[src/sv/ttu_pkg.sv]
// Shared widths, register codes and the bit-spreading function of the twiddle upload block.
package ttu_pkg;

   // Field widths fixed by the block's register map and stream formats.
   localparam int LOG_W      = 4;
   localparam int COORD_W    = 9;
   localparam int XY_W       = COORD_W + 1;
   localparam int REGION_W   = 10;
   localparam int ADDR_W     = 18;
   localparam int PIXEL_W    = 32;
   localparam int CSR_ADDR_W = 5;
   localparam int CSR_DATA_W = 32;

   // Wide enough for a coordinate shifted by the largest log size a register can hold.
   localparam int WIDE_W = XY_W + (1 << LOG_W) - 1;

   // Larger log sizes are taken as this one.
   localparam logic [LOG_W-1:0] MAX_LOG_SIDE = 4'd9;

   // Region sides are clamped to this many pixels.
   localparam logic [REGION_W-1:0] MAX_REGION = 10'd512;

   // Register indexes on the configuration port (byte address is four times the index).
   typedef enum logic [2:0] {
      REG_LOG_TEX_WIDTH  = 3'd0,
      REG_LOG_TEX_HEIGHT = 3'd1,
      REG_ORIGIN_COL     = 3'd2,
      REG_ORIGIN_ROW     = 3'd3,
      REG_REGION_WIDTH   = 3'd4,
      REG_REGION_HEIGHT  = 3'd5
   } csr_reg_type;

   // Places bit i of the coordinate on bit 2*i of the result.
   function automatic logic [2*XY_W-1:0] spread_bits(input logic [XY_W-1:0] v);
      logic [2*XY_W-1:0] r;
      r = '0;
      for (int i = 0; i < XY_W; i++) begin
         r[2*i] = v[i];
      end
      return r;
   endfunction

endpackage

[src/sv/ttu_req_if.sv]
// Pixel input channel: valid/ready handshake with one 32-bit pixel per transfer.
interface ttu_req_if;
   import ttu_pkg::*;

   logic               valid;
   logic               ready;
   logic [PIXEL_W-1:0] pixel;

   modport source (output valid, output pixel, input ready);
   modport sink   (input valid, input pixel, output ready);
endinterface

[src/sv/ttu_rsp_if.sv]
// Result channel: valid/ready handshake carrying the twiddled address and the pixel.
interface ttu_rsp_if;
   import ttu_pkg::*;

   logic               valid;
   logic               ready;
   logic [ADDR_W-1:0]  word_address;
   logic [PIXEL_W-1:0] pixel_out;
   logic               out_of_range;
   logic               last;

   modport source (output valid, output word_address, output pixel_out,
                   output out_of_range, output last, input ready);
   modport sink   (input valid, input word_address, input pixel_out,
                   input out_of_range, input last, output ready);
endinterface

[src/sv/texture_twiddle_upload_top.sv]
// Top level of the twiddled texture upload: scan counters, address shuffle and result register.
//
// Usage: software programs the texture size (log2 width and height), the region origin
// and the region size over the APB-style csr_ port while the block is idle, then streams
// the region's pixels in row order on the req channel. For every pixel the rsp channel
// returns the Morton-order word address inside the texture, the pixel itself, a flag when
// the destination lies outside the texture (address then reads zero) and a flag on the
// region's final pixel, after which the scan counters wrap to the region's first pixel.
// A pixel taken at one clock edge is offered on rsp from the next. Throughput is one
// pixel per cycle while rsp is not stalled; the address is a single pass of adders,
// shifts and bit spreading from the scan counters into the result register.
// When the receiver stalls, the result register holds its transfer and req_chan.ready
// stays high only if the waiting result leaves in the same cycle.
// Reset (synchronous, active high) empties the result register, zeroes the scan counters
// and returns the registers to their defaults (region 1 by 1, all else zero).
module texture_twiddle_upload_top (
   input  logic                             clock,
   input  logic                             reset,
   ttu_req_if.sink                          req_chan,
   ttu_rsp_if.source                        rsp_chan,
   input  logic                             csr_psel,
   input  logic                             csr_penable,
   input  logic                             csr_pwrite,
   input  logic [ttu_pkg::CSR_ADDR_W-1:0]   csr_paddr,
   input  logic [ttu_pkg::CSR_DATA_W-1:0]   csr_pwdata,
   output logic [ttu_pkg::CSR_DATA_W-1:0]   csr_prdata,
   output logic                             csr_pready
);
   import ttu_pkg::*;

   // Configuration registers.
   logic [LOG_W-1:0]    log_tex_width_ff, log_tex_width_in;
   logic [LOG_W-1:0]    log_tex_height_ff, log_tex_height_in;
   logic [COORD_W-1:0]  origin_col_ff, origin_col_in;
   logic [COORD_W-1:0]  origin_row_ff, origin_row_in;
   logic [REGION_W-1:0] region_width_ff, region_width_in;
   logic [REGION_W-1:0] region_height_ff, region_height_in;

   // Scan position inside the region.
   logic [COORD_W-1:0]  scan_col_ff, scan_col_in;
   logic [COORD_W-1:0]  scan_row_ff, scan_row_in;

   // Result register.
   logic                rsp_valid_ff, rsp_valid_in;
   logic [ADDR_W-1:0]   word_address_ff, word_address_in;
   logic [PIXEL_W-1:0]  pixel_out_ff, pixel_out_in;
   logic                out_of_range_ff, out_of_range_in;
   logic                last_ff, last_in;

   logic                csr_write;
   csr_reg_type         csr_index;
   logic                req_accept;
   logic                rsp_accept;

   logic [LOG_W-1:0]    log_w;
   logic [LOG_W-1:0]    log_h;
   logic [LOG_W-1:0]    log_min;
   logic [REGION_W-1:0] region_w;
   logic [REGION_W-1:0] region_h;
   logic [REGION_W-1:0] region_w_m1;
   logic [REGION_W-1:0] region_h_m1;
   logic [XY_W-1:0]     coord_x;
   logic [XY_W-1:0]     coord_y;
   logic [XY_W-1:0]     low_mask;
   logic [WIDE_W-1:0]   addr_x;
   logic [WIDE_W-1:0]   addr_y;
   logic                outside;
   logic                row_end;
   logic                region_end;

   // Register port: writes complete in the access phase, no wait states.
   assign csr_pready = 1'b1;
   assign csr_write  = csr_psel && csr_penable && csr_pwrite && csr_pready;
   assign csr_index  = csr_reg_type'(csr_paddr[CSR_ADDR_W-1:2]);

   always_comb begin
      log_tex_width_in  = log_tex_width_ff;
      log_tex_height_in = log_tex_height_ff;
      origin_col_in     = origin_col_ff;
      origin_row_in     = origin_row_ff;
      region_width_in   = region_width_ff;
      region_height_in  = region_height_ff;
      if (csr_write) begin
         unique case (csr_index)
            REG_LOG_TEX_WIDTH:  log_tex_width_in  = csr_pwdata[LOG_W-1:0];
            REG_LOG_TEX_HEIGHT: log_tex_height_in = csr_pwdata[LOG_W-1:0];
            REG_ORIGIN_COL:     origin_col_in     = csr_pwdata[COORD_W-1:0];
            REG_ORIGIN_ROW:     origin_row_in     = csr_pwdata[COORD_W-1:0];
            REG_REGION_WIDTH:   region_width_in   = csr_pwdata[REGION_W-1:0];
            REG_REGION_HEIGHT:  region_height_in  = csr_pwdata[REGION_W-1:0];
            default: ;
         endcase
      end
   end

   // Read data, zero-extended; unused addresses read zero.
   always_comb begin
      unique case (csr_index)
         REG_LOG_TEX_WIDTH:  csr_prdata = CSR_DATA_W'(log_tex_width_ff);
         REG_LOG_TEX_HEIGHT: csr_prdata = CSR_DATA_W'(log_tex_height_ff);
         REG_ORIGIN_COL:     csr_prdata = CSR_DATA_W'(origin_col_ff);
         REG_ORIGIN_ROW:     csr_prdata = CSR_DATA_W'(origin_row_ff);
         REG_REGION_WIDTH:   csr_prdata = CSR_DATA_W'(region_width_ff);
         REG_REGION_HEIGHT:  csr_prdata = CSR_DATA_W'(region_height_ff);
         default:            csr_prdata = '0;
      endcase
   end

   // Handshakes: a new pixel enters whenever the result register is free or draining.
   assign rsp_accept     = rsp_valid_ff && rsp_chan.ready;
   assign req_chan.ready = !rsp_valid_ff || rsp_chan.ready;
   assign req_accept     = req_chan.valid && req_chan.ready;

   // Clamped sizes.
   assign log_w    = (log_tex_width_ff > MAX_LOG_SIDE) ? MAX_LOG_SIDE : log_tex_width_ff;
   assign log_h    = (log_tex_height_ff > MAX_LOG_SIDE) ? MAX_LOG_SIDE : log_tex_height_ff;
   assign log_min  = (log_w < log_h) ? log_w : log_h;
   assign region_w = (region_width_ff == '0) ? REGION_W'(1) :
                     (region_width_ff > MAX_REGION) ? MAX_REGION : region_width_ff;
   assign region_h = (region_height_ff == '0) ? REGION_W'(1) :
                     (region_height_ff > MAX_REGION) ? MAX_REGION : region_height_ff;
   assign region_w_m1 = region_w - REGION_W'(1);
   assign region_h_m1 = region_h - REGION_W'(1);

   // Destination coordinate and texture bounds check.
   assign coord_x  = XY_W'(origin_col_ff) + XY_W'(scan_col_ff);
   assign coord_y  = XY_W'(origin_row_ff) + XY_W'(scan_row_ff);
   assign outside  = ((coord_x >> log_w) != '0) || ((coord_y >> log_h) != '0);

   // Interleave the low bits up to the smaller side, stack the high bits above them.
   assign low_mask = ~({XY_W{1'b1}} << log_min);
   assign addr_x   = WIDE_W'(spread_bits(coord_x & low_mask))
                   | (WIDE_W'(coord_x & ~low_mask) << log_min);
   assign addr_y   = (WIDE_W'(spread_bits(coord_y & low_mask)) << 1)
                   | (WIDE_W'(coord_y & ~low_mask) << log_min);

   // End of row and end of region.
   assign row_end    = REGION_W'(scan_col_ff) >= region_w_m1;
   assign region_end = row_end && (REGION_W'(scan_row_ff) >= region_h_m1);

   // Scan counters advance on every accepted pixel.
   always_comb begin
      scan_col_in = scan_col_ff;
      scan_row_in = scan_row_ff;
      if (req_accept) begin
         if (region_end) begin
            scan_col_in = '0;
            scan_row_in = '0;
         end else if (row_end) begin
            scan_col_in = '0;
            scan_row_in = scan_row_ff + COORD_W'(1);
         end else begin
            scan_col_in = scan_col_ff + COORD_W'(1);
         end
      end
   end

   // Result register loads on an accepted pixel, empties on a result transfer.
   always_comb begin
      rsp_valid_in    = rsp_valid_ff;
      word_address_in = word_address_ff;
      pixel_out_in    = pixel_out_ff;
      out_of_range_in = out_of_range_ff;
      last_in         = last_ff;
      if (req_accept) begin
         rsp_valid_in    = 1'b1;
         word_address_in = outside ? '0 : addr_x[ADDR_W-1:0] | addr_y[ADDR_W-1:0];
         pixel_out_in    = req_chan.pixel;
         out_of_range_in = outside;
         last_in         = region_end;
      end else if (rsp_accept) begin
         rsp_valid_in = 1'b0;
      end
   end

   // Control and configuration state.
   always_ff @(posedge clock) begin
      if (reset) begin
         log_tex_width_ff  <= '0;
         log_tex_height_ff <= '0;
         origin_col_ff     <= '0;
         origin_row_ff     <= '0;
         region_width_ff   <= REGION_W'(1);
         region_height_ff  <= REGION_W'(1);
         scan_col_ff       <= '0;
         scan_row_ff       <= '0;
         rsp_valid_ff      <= 1'b0;
      end else begin
         log_tex_width_ff  <= log_tex_width_in;
         log_tex_height_ff <= log_tex_height_in;
         origin_col_ff     <= origin_col_in;
         origin_row_ff     <= origin_row_in;
         region_width_ff   <= region_width_in;
         region_height_ff  <= region_height_in;
         scan_col_ff       <= scan_col_in;
         scan_row_ff       <= scan_row_in;
         rsp_valid_ff      <= rsp_valid_in;
      end
   end

   // Result payload.
   always_ff @(posedge clock) begin
      word_address_ff <= word_address_in;
      pixel_out_ff    <= pixel_out_in;
      out_of_range_ff <= out_of_range_in;
      last_ff         <= last_in;
   end

   assign rsp_chan.valid        = rsp_valid_ff;
   assign rsp_chan.word_address = word_address_ff;
   assign rsp_chan.pixel_out    = pixel_out_ff;
   assign rsp_chan.out_of_range = out_of_range_ff;
   assign rsp_chan.last         = last_ff;

`ifndef SYNTHESIS
   // An accepted pixel always shows up in the result register next cycle.
   assert property (@(posedge clock) disable iff (reset)
      req_accept |=> rsp_valid_ff)
      else $error("accepted pixel did not reach the result register");

   // A pixel that ends the region sends both counters back to the origin.
   assert property (@(posedge clock) disable iff (reset)
      (req_accept && region_end) |=> (scan_col_ff == '0 && scan_row_ff == '0))
      else $error("scan counters did not wrap after the last pixel");

   // Inside a row the column counter steps by one per transfer.
   assert property (@(posedge clock) disable iff (reset)
      (req_accept && !row_end) |=>
         (scan_col_ff == $past(scan_col_ff) + COORD_W'(1) && $stable(scan_row_ff)))
      else $error("column counter did not advance");

   // Pixels outside the texture carry a zero address.
   assert property (@(posedge clock) disable iff (reset)
      (rsp_valid_ff && out_of_range_ff) |-> (word_address_ff == '0))
      else $error("out-of-range pixel has a nonzero address");
`endif

endmodule
[src/flat_wrapper.sv]
// flat-port wrapper written by rule: the top's interface ports become plain ports
module texture_twiddle_upload_top_flat import ttu_pkg::*;
  (clock, reset, csr_psel, csr_penable, csr_pwrite, csr_paddr, csr_pwdata, csr_prdata, csr_pready, req_chan_valid, req_chan_pixel, req_chan_ready, rsp_chan_valid, rsp_chan_word_address, rsp_chan_pixel_out, rsp_chan_out_of_range, rsp_chan_last, rsp_chan_ready);
  ttu_req_if req_chan_i ();
  ttu_rsp_if rsp_chan_i ();
  input  logic clock;
  input  logic reset;
  input  logic csr_psel;
  input  logic csr_penable;
  input  logic csr_pwrite;
  input  logic [ttu_pkg::CSR_ADDR_W-1:0] csr_paddr;
  input  logic [ttu_pkg::CSR_DATA_W-1:0] csr_pwdata;
  output logic [ttu_pkg::CSR_DATA_W-1:0] csr_prdata;
  output logic csr_pready;
  input wire logic [$bits(req_chan_i.valid)-1:0] req_chan_valid;
  input wire logic [$bits(req_chan_i.pixel)-1:0] req_chan_pixel;
  output wire logic [$bits(req_chan_i.ready)-1:0] req_chan_ready;
  output wire logic [$bits(rsp_chan_i.valid)-1:0] rsp_chan_valid;
  output wire logic [$bits(rsp_chan_i.word_address)-1:0] rsp_chan_word_address;
  output wire logic [$bits(rsp_chan_i.pixel_out)-1:0] rsp_chan_pixel_out;
  output wire logic [$bits(rsp_chan_i.out_of_range)-1:0] rsp_chan_out_of_range;
  output wire logic [$bits(rsp_chan_i.last)-1:0] rsp_chan_last;
  input wire logic [$bits(rsp_chan_i.ready)-1:0] rsp_chan_ready;
  assign req_chan_i.valid = req_chan_valid;
  assign req_chan_i.pixel = req_chan_pixel;
  assign req_chan_ready = req_chan_i.ready;
  assign rsp_chan_valid = rsp_chan_i.valid;
  assign rsp_chan_word_address = rsp_chan_i.word_address;
  assign rsp_chan_pixel_out = rsp_chan_i.pixel_out;
  assign rsp_chan_out_of_range = rsp_chan_i.out_of_range;
  assign rsp_chan_last = rsp_chan_i.last;
  assign rsp_chan_i.ready = rsp_chan_ready;
  texture_twiddle_upload_top u_core (.clock(clock), .reset(reset), .req_chan(req_chan_i), .rsp_chan(rsp_chan_i), .csr_psel(csr_psel), .csr_penable(csr_penable), .csr_pwrite(csr_pwrite), .csr_paddr(csr_paddr), .csr_pwdata(csr_pwdata), .csr_prdata(csr_prdata), .csr_pready(csr_pready));
endmodule
[config.mk]
export PLATFORM = sky130hd
export DESIGN_NAME = texture_twiddle_upload_top_flat
export DESIGN_NICKNAME = d
export VERILOG_FILES = /design/src/sv/ttu_pkg.sv /design/src/sv/ttu_req_if.sv /design/src/sv/ttu_rsp_if.sv /design/src/sv/texture_twiddle_upload_top.sv /design/src/flat_wrapper.sv
export SDC_FILE = /design/constraint.sdc
export NUM_CORES = 1
export LEC_CHECK = 0
export CAP_MARGIN = 20
export CORE_MARGIN = 8
export CORE_UTILIZATION = 50
export DETAILED_ROUTE_END_ITERATION = 8
export DONT_BUFFER_PORTS = 1
export PLACE_DENSITY = 0.69
export SLEW_MARGIN = 20
export SYNTH_ARGS = -nofsm -noshare
export SYNTH_HDL_FRONTEND = slang
export SYNTH_SLANG_ARGS = --single-unit
[constraint.sdc]
create_clock -name clock -period 6.2 [get_ports clock]
set_clock_uncertainty 0.05 [all_clocks]
set_input_delay 1.55 -clock clock [delete_from_list [all_inputs] [get_ports clock]]
set_output_delay 1.55 -clock clock [all_outputs]
set_load 0.1 [all_outputs]
==> results.md <==
- Routability congestion estimate: 0.881
- GR Overflow Total: 0
- CTS sink count: 117
- WP data arrival: 2.79 ns
- DP Worst Slack: 1.81 ns
- Max Cap Viol: 0
- Hold Vio Cnt, Final: 0
- PnR worst setup slack: 1.81 ns
- Per-cell routed wire length: 20.0 um
- Crit. End Element: output port
- H-Tree Level Count: 4
- Min cycle time layout: 4.39 ns
- Worst r2r path cells: 14
- Final wirelength: about 20 mm
- Fmax: 228 MHz
- Number of global-route vias before repair: 5,644
- Worst path top cell family by delay: compound AO/OA/AOI/OAI gates
- Post-synth EDFFs: 52
- Worst endpoint required time: around 4.6 ns
- Filler instances: 1,297
- Most common cell after layout, fill and taps aside: nor2_1
- Post-route cell area: 8020 um^2
- Area of the multi-input gates: 4180 um^2
- Die outline area: between 15,000 and 20,000 um^2
- Hold-fix buffers at CTS: 0
- Crit-path max FO: 15
- Setup_tns: 0 ns
- Antenna violations before repair: 0
- Diode count: 0
- Netlist Area Pre-Place: 7300 um^2
- CTS clk-pin slew, worst paths: 0.06 ns
- IR drop worst, VDD: around 170 uV
- Pwr per Cell Area: 275 nW/um^2
- Detailed Routing Iterations Pass 1: 5
- CTS tree: done
- Pin count of the biggest net entering global routing: 59
- Register area: 2860 um^2
- Crit path max-delay cell type: o22ai_2
- Nets: 895
- Stages on the worst setup path: 2
- Longest Clk Path Bufs: 2
- Post-synth ARST share: 0
- PortBufs: 0
- Commonest cells after routing, fill and taps aside: nor2_1, dfxtp_1, mux2i_1, edfxtp_1, nand2_1
- Total CTS buffers: 17
- Post-CTS setup buffers: 0
- Row count: 44
- Final slew viol count: 0
- Crit path kind: in -> out
- Hold Slack: 0.495 ns
- Startpoint Class: input pin
- Pleak: 2.91 nW
- Clk_lat worst skew: 0.42 ns
- # setup viols final: 0
- Post_cts resized: 0
- Die Width: 137 um
- Top_reg_cell synth: dfxtp_1
- Clock root cell: clkbuf_16
- Detailed placer's ending HPWL: 14.9 mm
- Core area: 14,400 um^2
- Synth Instances: ~780
- DRT antenna net count: 0
- Ports: 163
- DR iter-0 viols: ~600
- Die Height: 137 um
- Synth unique cells: 77
- Synthesis warning total: 0
- Slew margin rel.: 0.228
- Worst path max stage delay: 0.97 ns
- CP cell instances: nand2b_1 > o22ai_2
- DRC: 0
- Least-Margin Pin Slew: 1.16 ns
- Outcome: finished, final reports clean
- Via density: 6.10
- RSZ-0062 raised after global routing: no
- Syn-to-layout area delta: 9.96%
- #FFs+latches synth: 117
- Syn_area_per_cell: 9.32 um^2
- Vias: a little under 6,000
- Global-route wire length before repair: 30.7 mm
- Final period util: 0.709
- Cell Area, Placed: 7390 um^2
- Min-delay worst type: reg -> reg
- Initial Util: 0.506
- WHS Path Cells: 2
- GRT Total Usage: 0.208
- Proportion of layout cells with a drive suffix above 1: 0.0980
- Sequential area share after synthesis: 0.392
- CP bufs+invs: 0
==> power breakdown <==
part           switching [mW]  leakage (nW)  internal (mW)
clock network           0.377         0.306          0.643
registers               0.169          1.04          0.838
logic                   0.141          1.57         0.0378
==> kinds of logic after synthesis <==
logic type / count (synthesis) / share of synthesized area
xor gates and xnor gates: 31 / 0.0372
AOI/OAI and AO/OA: 175 / 0.166
and+or+nand+nor: 269 / 0.176
muxes: 63 / 0.0885
DFF: 117 / 0.392
buffers and inverters: 80 / 0.0573
adders and majority gates: 46 / 0.0809
other: 2 / 0.00103
==> sequential cells by signal, indices dropped and copies added (netlist names), 9 cells and up <==
signal                        cells
u_core.region_height_ff          10
u_core.scan_col_ff                9
u_core.origin_row_ff              9
u_core.scan_row_ff                9
u_core.region_width_ff           10
u_core.rsp_chan.word_address     18
u_core.rsp_chan.pixel_out        32
u_core.origin_col_ff              9
==> metrics by stage <==
| stage | total power, mW | cells | util |
|---|---|---|---|
| 4_1_cts | 2.22 | 970 | 0.555 |
| 3_3_place_gp | 1.20 | 938 | 0.512 |
| 3_5_place_dp | 1.20 | 938 | 0.512 |
| 6_report | 2.21 | 970 | 0.556 |
| 2_1_floorplan | 1.20 | 804 | - |
| 5_1_grt | 2.27 | 970 | 0.556 |
==> cell usage after synthesis (18+ instances only) <==
cell type	instances	share of area
a21oi_1	36	0.025
nor3_1	26	0.018
clkbuf_1	24	0.012
buf_4	23	0.024
nand2_1	46	0.024
o21ai_0	31	0.021
edfxtp_1	52	0.21
dfxtp_1	65	0.18
mux2i_1	60	0.082
nor2_1	108	0.056
ha_1	44	0.075
xnor2_1	18	0.022
inv_1	23	0.012
==> path summary, 6_finish.rpt <==
check	start	to	slack (ns)
min	u_core.scan_col_ff[1]$_SDFFE_PP0P_	u_core.scan_col_ff[1]$_SDFFE_PP0P_	0.50
min reg2reg	u_core.scan_col_ff[1]$_SDFFE_PP0P_	u_core.scan_col_ff[1]$_SDFFE_PP0P_	0.50
max	csr_paddr[4]	csr_prdata[5]	1.81
max reg2reg	u_core.region_width_ff[2]$_SDFFE_PP0P_	u_core.scan_row_ff[1]$_SDFFE_PP0P_	1.98
==> layer usage <==
layer / vias to the layer above / track usage / wire [um]
li1: 2830 / - / -
met1: 2799 / 0.253 / 8430
met2: 261 / 0.340 / 8970
met3: 30 / 0.0631 / 1600
met4: 0 / 0.0791 / 420
met5: - / 0 / 0
==> layout make-up <==
class / instances / area share
Multi-Input combinational cell: 607 / 0.521
Sequential cell: 117 / 0.357
Clock buffer: 17 / 0.0530
Tap cell: 184 / 0.0287
Clock inverter: 15 / 0.0245
Inverter: 25 / 0.0119
Timing Repair Buffer: 5 / 0.00468
Note: power is estimated with default switching activity, not from simulation.
